--- src/cbk_pkg.sv ---
// Shared widths and fixed-point constants for the cubic B-spline kernel core.
// No dependencies; the interfaces and the core import it.
`timescale 1ns / 1ps

package cbk_pkg;

  localparam int ARG_W   = 16;   // Q4.12 argument
  localparam int VAL_W   = 15;   // Q1.14 value
  localparam int SLOPE_W = 16;   // Q2.14 slope

  localparam int ABS_W   = 16;   // |x| up to 8.0
  localparam int OPND_W  = 13;   // |x| or 2-|x| in the live regions
  localparam int DIFF_W  = 14;   // 2-|x|, up to 2.0
  localparam int SQ_W    = 25;   // square of OPND_W operand, up to 2^24
  localparam int CUBE_W  = 38;   // square times DIFF_W factor
  localparam int MAG_W   = 15;   // slope magnitude, up to 1.0 in Q2.14

  localparam logic [ABS_W-1:0]  ONE_Q12  = ABS_W'(4096);
  localparam logic [ABS_W-1:0]  TWO_Q12  = ABS_W'(8192);
  localparam logic [VAL_W-1:0]  ONE_Q14  = VAL_W'(16384);

endpackage

--- src/cbk_if.sv ---
// Valid/ready channel interfaces for the kernel argument and kernel result.
// Depends on cbk_pkg for the field widths.
`timescale 1ns / 1ps

interface cbk_in_if import cbk_pkg::*; ();
  logic                     valid;
  logic                     ready;
  logic signed [ARG_W-1:0]  arg_x;

  modport source (output valid, output arg_x, input ready);
  modport sink   (input valid, input arg_x, output ready);
endinterface

interface cbk_out_if import cbk_pkg::*; ();
  logic                      valid;
  logic                      ready;
  logic [VAL_W-1:0]          kernel_value;
  logic signed [SLOPE_W-1:0] kernel_slope;

  modport source (output valid, output kernel_value, output kernel_slope, input ready);
  modport sink   (input valid, input kernel_value, input kernel_slope, output ready);
endinterface

--- src/cubic_bspline_kernel_core.sv ---
// Cubic B-spline kernel (peak 1) and its derivative, four-stage pipeline.
// Throughput: one beat per cycle; each stage holds only while the stage after it is full.
// Stages: abs/region, square, cube multiply and slope, final value and sign.
// Reset (rst, synchronous) clears all stage valid bits; data registers are not reset.
// Depends on cbk_pkg and the channel interfaces in cbk_if.sv.
`timescale 1ns / 1ps

module cubic_bspline_kernel_core import cbk_pkg::*; (
  input  logic      clk,
  input  logic      rst,
  cbk_in_if.sink    arg,
  cbk_out_if.source kernel
);

  // stage valid bits and enables
  logic v1, v2, v3, v4;
  logic en1, en2, en3, en4;

  assign en4 = !v4 || kernel.ready;
  assign en3 = !v3 || en4;
  assign en2 = !v2 || en3;
  assign en1 = !v1 || en2;
  assign arg.ready = en1;

  // stage 1: magnitude and region
  logic [ABS_W-1:0]  abs_x;
  logic [DIFF_W-1:0] diff;
  logic              is_neg, is_inner, is_outer;
  logic              neg1, inner1;
  logic [OPND_W-1:0] u1;
  logic [DIFF_W-1:0] f1;

  always_comb begin
    is_neg   = arg.arg_x[ARG_W-1];
    abs_x    = is_neg ? ABS_W'(-arg.arg_x) : ABS_W'(arg.arg_x);
    is_inner = abs_x <= ONE_Q12;
    is_outer = !is_inner && (abs_x < TWO_Q12);
    diff     = DIFF_W'(TWO_Q12) - abs_x[DIFF_W-1:0];
  end

  always_ff @(posedge clk) begin
    if (rst) begin
      v1 <= 1'b0;
    end else if (en1) begin
      v1 <= arg.valid;
    end
    if (en1) begin
      neg1   <= is_neg;
      inner1 <= is_inner;
      // zero region: operand 0 drives the outer formulas to zero
      u1     <= is_inner ? abs_x[OPND_W-1:0] :
                is_outer ? diff[OPND_W-1:0] : '0;
      f1     <= diff;
    end
  end

  // stage 2: square
  logic              neg2, inner2;
  logic [OPND_W-1:0] u2;
  logic [DIFF_W-1:0] f2;
  logic [SQ_W-1:0]   sq2;

  always_ff @(posedge clk) begin
    if (rst) begin
      v2 <= 1'b0;
    end else if (en2) begin
      v2 <= v1;
    end
    if (en2) begin
      neg2   <= neg1;
      inner2 <= inner1;
      u2     <= u1;
      f2     <= inner1 ? f1 : DIFF_W'(u1);
      sq2    <= SQ_W'(SQ_W'(u1) * SQ_W'(u1));
    end
  end

  // stage 3: cube product and slope magnitude
  localparam int N_W = 29;
  logic [N_W-1:0]    n_inner;
  logic [N_W-1:0]    n_outer;
  logic              neg3, inner3;
  logic [CUBE_W-1:0] m3;
  logic [MAG_W-1:0]  mag3;

  always_comb begin
    n_inner = N_W'(u2) * N_W'(49152) - N_W'(sq2) * N_W'(9);
    n_outer = N_W'(sq2) * N_W'(3);
  end

  always_ff @(posedge clk) begin
    if (rst) begin
      v3 <= 1'b0;
    end else if (en3) begin
      v3 <= v2;
    end
    if (en3) begin
      neg3   <= neg2;
      inner3 <= inner2;
      m3     <= CUBE_W'(CUBE_W'(sq2) * CUBE_W'(f2));
      mag3   <= inner2 ? n_inner[MAG_W+11:12] : n_outer[MAG_W+11:12];
    end
  end

  // stage 4: value and signed slope into the output register
  localparam int T_W = CUBE_W + 2;
  logic [T_W-1:0]     t_up;
  logic [VAL_W-1:0]   val_next;
  logic [SLOPE_W-1:0] slope_next;
  logic               inner4;

  always_comb begin
    // round the subtracted term up so the value floors
    t_up       = T_W'(m3) * T_W'(3) + T_W'(24'hFFFFFF);
    val_next   = inner3 ? VAL_W'(ONE_Q14 - VAL_W'(t_up[T_W-1:24]))
                        : VAL_W'(m3[CUBE_W-1:24]);
    slope_next = neg3 ? SLOPE_W'(mag3) : SLOPE_W'(-SLOPE_W'(mag3));
  end

  always_ff @(posedge clk) begin
    if (rst) begin
      v4 <= 1'b0;
    end else if (en4) begin
      v4 <= v3;
    end
    if (en4) begin
      inner4              <= inner3;
      kernel.kernel_value <= val_next;
      kernel.kernel_slope <= slope_next;
    end
  end

  assign kernel.valid = v4;

  // checks
  assert property (@(posedge clk) disable iff (rst)
    v4 |-> kernel.kernel_value <= ONE_Q14)
    else $error("kernel value above peak");

  assert property (@(posedge clk) disable iff (rst)
    v4 && kernel.kernel_value == ONE_Q14 |-> kernel.kernel_slope == '0)
    else $error("nonzero slope at kernel peak");

  assert property (@(posedge clk) disable iff (rst)
    v4 && inner4 |-> kernel.kernel_value >= VAL_W'(4096))
    else $error("inner region value below one quarter");

  assert property (@(posedge clk) disable iff (rst)
    v4 && !inner4 |-> kernel.kernel_value < VAL_W'(4096))
    else $error("outer region value at or above one quarter");

endmodule
--- src/flat_wrapper.sv ---
// flat-port wrapper written by rule: the top's interface ports become plain ports
module cubic_bspline_kernel_core_flat import cbk_pkg::*;
  (clk, rst, arg_valid, arg_arg_x, arg_ready, kernel_valid, kernel_kernel_value, kernel_kernel_slope, kernel_ready);
  cbk_in_if arg_i ();
  cbk_out_if kernel_i ();
  input  logic clk;
  input  logic rst;
  input wire logic [$bits(arg_i.valid)-1:0] arg_valid;
  input wire logic [$bits(arg_i.arg_x)-1:0] arg_arg_x;
  output wire logic [$bits(arg_i.ready)-1:0] arg_ready;
  output wire logic [$bits(kernel_i.valid)-1:0] kernel_valid;
  output wire logic [$bits(kernel_i.kernel_value)-1:0] kernel_kernel_value;
  output wire logic [$bits(kernel_i.kernel_slope)-1:0] kernel_kernel_slope;
  input wire logic [$bits(kernel_i.ready)-1:0] kernel_ready;
  assign arg_i.valid = arg_valid;
  assign arg_i.arg_x = arg_arg_x;
  assign arg_ready = arg_i.ready;
  assign kernel_valid = kernel_i.valid;
  assign kernel_kernel_value = kernel_i.kernel_value;
  assign kernel_kernel_slope = kernel_i.kernel_slope;
  assign kernel_i.ready = kernel_ready;
  cubic_bspline_kernel_core u_core (.clk(clk), .rst(rst), .arg(arg_i), .kernel(kernel_i));
endmodule
--- config.mk ---
export PLATFORM = sky130hd
export DESIGN_NAME = cubic_bspline_kernel_core_flat
export DESIGN_NICKNAME = d
export VERILOG_FILES = /design/src/cbk_pkg.sv /design/src/cbk_if.sv /design/src/cubic_bspline_kernel_core.sv /design/src/flat_wrapper.sv
export SDC_FILE = /design/constraint.sdc
export NUM_CORES = 2
export LEC_CHECK = 0
export ABC_AREA = 1
export BUFFER_PORTS_ARGS = -buffer_cell sky130_fd_sc_hd__buf_2
export CORE_MARGIN = 2
export CORE_UTILIZATION = 40
export DETAILED_ROUTE_END_ITERATION = 7
export PLACE_DENSITY = 0.51
export SYNTH_ARGS = -nofsm -noshare
export SYNTH_HDL_FRONTEND = slang
export SYNTH_SLANG_ARGS = --single-unit
--- constraint.sdc ---
create_clock -name clk -period 11.2 [get_ports clk]
set_clock_uncertainty 0.05 [all_clocks]
set_input_delay 1.12 -clock clk [delete_from_list [all_inputs] [get_ports clk]]
set_output_delay 1.12 -clock clk [all_outputs]
set_load 0.02 [all_outputs]
==> impl_results.md <==
- Die height: 274.3 um
- Highest metal layer with signal wires: met4
- Critical Path Sink: u_core.m3[30]
- Initial Util: 0.4026
- Final Slew Violations: 0
- FF-to-FF End: u_core.m3[30]
- Worst Path Class, Setup: flip-flop to flip-flop
- CP required: 11.41 ns
- Post-synth EDFFs: 167
- Metal2 WL: 35910 um
- Routed len/inst: 15.54 um
- DP HPWL: 60590 um
- Startpoint types: flip-flop
- VDD IR max: 0.2028 mV
- Pwr Density: 200.5 nW/um2
- Worst slew margin: 0.2677
- Leak: 17.81 nW
- Via density per instance: 4.749
- GRT Util Overall: 0.2077
- Most used DFF post-synth: edfxtp_1
- DIE WIDTH: 274.3 um
- RSZ-0062 raised after global routing: false
- Setup TNS: 0 ns
- Yosys Warn Count: 0
- Root Buffer: clkbuf_16
- CTS Buffer Depth: 2
- First-pass GRT wire length: 122500 um
- Clk_lat worst skew: 0.51 ns
- # port buffers: 52
- Unique cell type count in the Yosys netlist: 51
- Leading area contributor after synthesis: fa_1
- Post-synthesis area per instance: 7.745 um2
- Share of layout cells above drive strength 1: 0.03497
- Status: finished, final reports clean
- Ranking of synthesized cells by area: fa_1 26%, edfxtp_1 17%, ha_1 14%
- Synth Cell Area: 29220 um2
- Ys async rst share: 0
- Core outline area: 72590 um2
- Fillers: 7483
- Antenna viol nets, final: 0
- Worst min path class: flip-flop to flip-flop
- Clock Pin Slew Worst Setup and Hold Paths: 0.08 ns
- Final Hold Fails: 0
- Setup ws final: 4.408 ns
- Cell row count: 99
- Area delta synth->final: 6.461%
- Critical Path Sink Type: flip-flop
- Pre-CTS setup slack: 4.413 ns
- Fin util: 0.4286
- Synthesis-stage register bit count: 171
- Routed wire length on met3: 2337 um
- Clk sinks: 171
- Cells after Synth: 3773
- H-tree Lvls: 4
- DR DRC count: 0
- Reg2Reg Depth: 20
- I/O pin total: 53
- Vias: 22.61k
- CTS Hold Bufs: 0
- Sequential share of the synthesized area: 0.1744
- Number of cells after detailed placement: 4730
- Post_cts resized: 0
- CP Max Fanout: 24
- Vias in the first global route: 23.49k
- Diodes inserted: 0
- Antenna violations before repair: 0
- Worst Tran Pin Value: 1.098 ns
- Detailed Routing Iterations Pass 1: 5
- Synth top area share: 0.2576
- Routability Congestion: 0.9139
- Fmax: 0.1472 GHz
- Max-cap viol count: 0
- Postcts setup bufs: 0
- CTS tree: done
- Setup violators final: 0
- Initial DRC count: 1151
- R2r startpoint: u_core.f2[7]
- Final WL: 74000 um
- Final cell count without fillers: 4762
- Fin crit share: 0.6064
- Crit path DAT: 7.00 ns
- Wl on met1: 34270 um
- Gr ovfl total: 0
- NumNets Final: 4514
- Minimum clock period: 6.792 ns
- Largest net degree at the start of global routing: 58
- Worst Setup SP: u_core.f2[7]
- Die ar.: 75230 um2
- CTS Buf Count: 17
- Register-to-register setup slack: 4.41 ns
[critical path, cell delays in order, from the launching register on]
cell      delay, ns
edfxtp_1       1.04
nand2_1        0.18
fa_1           0.54
fa_1           0.51
inv_1          0.05
fa_1           0.50
fa_1           0.52
fa_1           0.54
inv_1          0.05
fa_1           0.52
inv_1          0.04
ha_1           0.35
nand2_1        0.11
o21ai_0        0.18
a21oi_1        0.09
o21ai_0        0.54
a21oi_1        0.20
o21bai_1       0.25
nand2_1        0.10
nand3_1        0.08
nand2_1        0.05
[report_power, final]
group          internal, mW  switching [mW]  total, mW
clock                 0.294           0.312      0.607
sequential            0.942           0.233       1.18
combinational          1.55            2.91       4.45
[registers in the layout, summed over array words and instances (netlist names), 12 cells and up]
register                    flops
u_core.m3                      38
u_core.kernel.kernel_value     15
u_core.sq2                     24
u_core.u2                      12
u_core.kernel.kernel_slope     16
u_core.mag3                    15
u_core.u1                      13
u_core.f1                      14
u_core.f2                      14
[cell families after synthesis]
logic type / Yosys count / share of synthesized area
simple gates: 1359 / 0.1857
buf+inv: 1056 / 0.1359
fa+ha+maj: 704 / 0.3980
compound gates: 356 / 0.06718
flops: 171 / 0.1744
xor+xnor: 122 / 0.03734
mux: 3 / 0.001156
other cells: 2 / 0.0002570
[cells in the mapped netlist (all sizes together) (2+ instances only)]
library cell / count
conb: 2
o21a: 7
ha: 328
o2111ai: 2
nand3: 97
nand2: 1007
nor4: 6
o21bai: 13
a211oi: 3
a21boi: 6
o31ai: 6
xor2: 79
and2: 2
a21oi: 176
mux2: 3
o21ai: 106
buf: 2
xnor2: 43
a21o: 11
clkbuf: 76
o211ai: 8
inv: 976
nand4: 24
a31oi: 12
nand3b: 2
edfxtp: 167
and3: 2
nor3: 23
o221ai: 2
clkinv: 2
nor2: 191
dfxtp: 4
or2: 4
fa: 376
[per-layer routing]
layer | vias to the layer above | GRT usage
met5 | - | 0
met4 | 0 | 0.05277
met3 | 68 | 0.02767
met2 | 337 | 0.3676
met1 | 10765 | 0.2668
li1 | 11443 | -
[placed cells by master, fill, tap and decap left out, drive strengths merged, types with 5 or more instances in the layout]
cell / n
o211ai: 8
nand2: 1007
a21boi: 6
a21oi: 176
a21o: 11
ha: 328
xor2: 79
o21a: 7
buf: 70
a31oi: 12
o21bai: 13
xnor2: 43
nand3: 97
nor4: 6
clkinv: 5
nor3: 23
fa: 376
nor2: 191
o31ai: 6
conb: 8
clkbuf: 17
o21ai: 106
inv: 985
edfxtp: 167
nand4: 24
[final cells by class]
class / count / area, um2 / area share
multi-input cells: 2552 / 20180 / 0.6486
flip-flops and latches: 171 / 5095 / 0.1638
inverters: 978 / 3672 / 0.1180
well taps: 959 / 1200 / 0.03857
clock buffers: 17 / 425.4 / 0.01367
repair buffers: 70 / 395.4 / 0.01271
clock inverters: 15 / 145.1 / 0.004665
[through the flow]
stage / hold slack (ns) / power [mW] / cell area, um2
2_1_floorplan: 0.3503 / 4.464 / 29240
3_3_place_gp: 0.3895 / 5.655 / 30540
3_5_place_dp: 0.3967 / 5.670 / 30540
4_1_cts: 0.4043 / 6.308 / 31110
5_1_grt: 0.4419 / 7.032 / 31110
6_report: 0.4097 / 6.237 / 31110
[worst min path at each step]
stage,slack [ns],end,cells past startpoint,startpoint
2_1_floorplan,0.35,u_core.neg2,0,u_core.neg1
3_3_place_gp,0.39,u_core.v2,2,u_core.v1
3_5_place_dp,0.40,u_core.v2,2,u_core.v1
4_1_cts,0.40,u_core.v2,2,u_core.v1
5_1_grt,0.44,u_core.v2,2,u_core.v1
6_report,0.41,u_core.v2,2,u_core.v1
(Power assumes the default switching activity.)
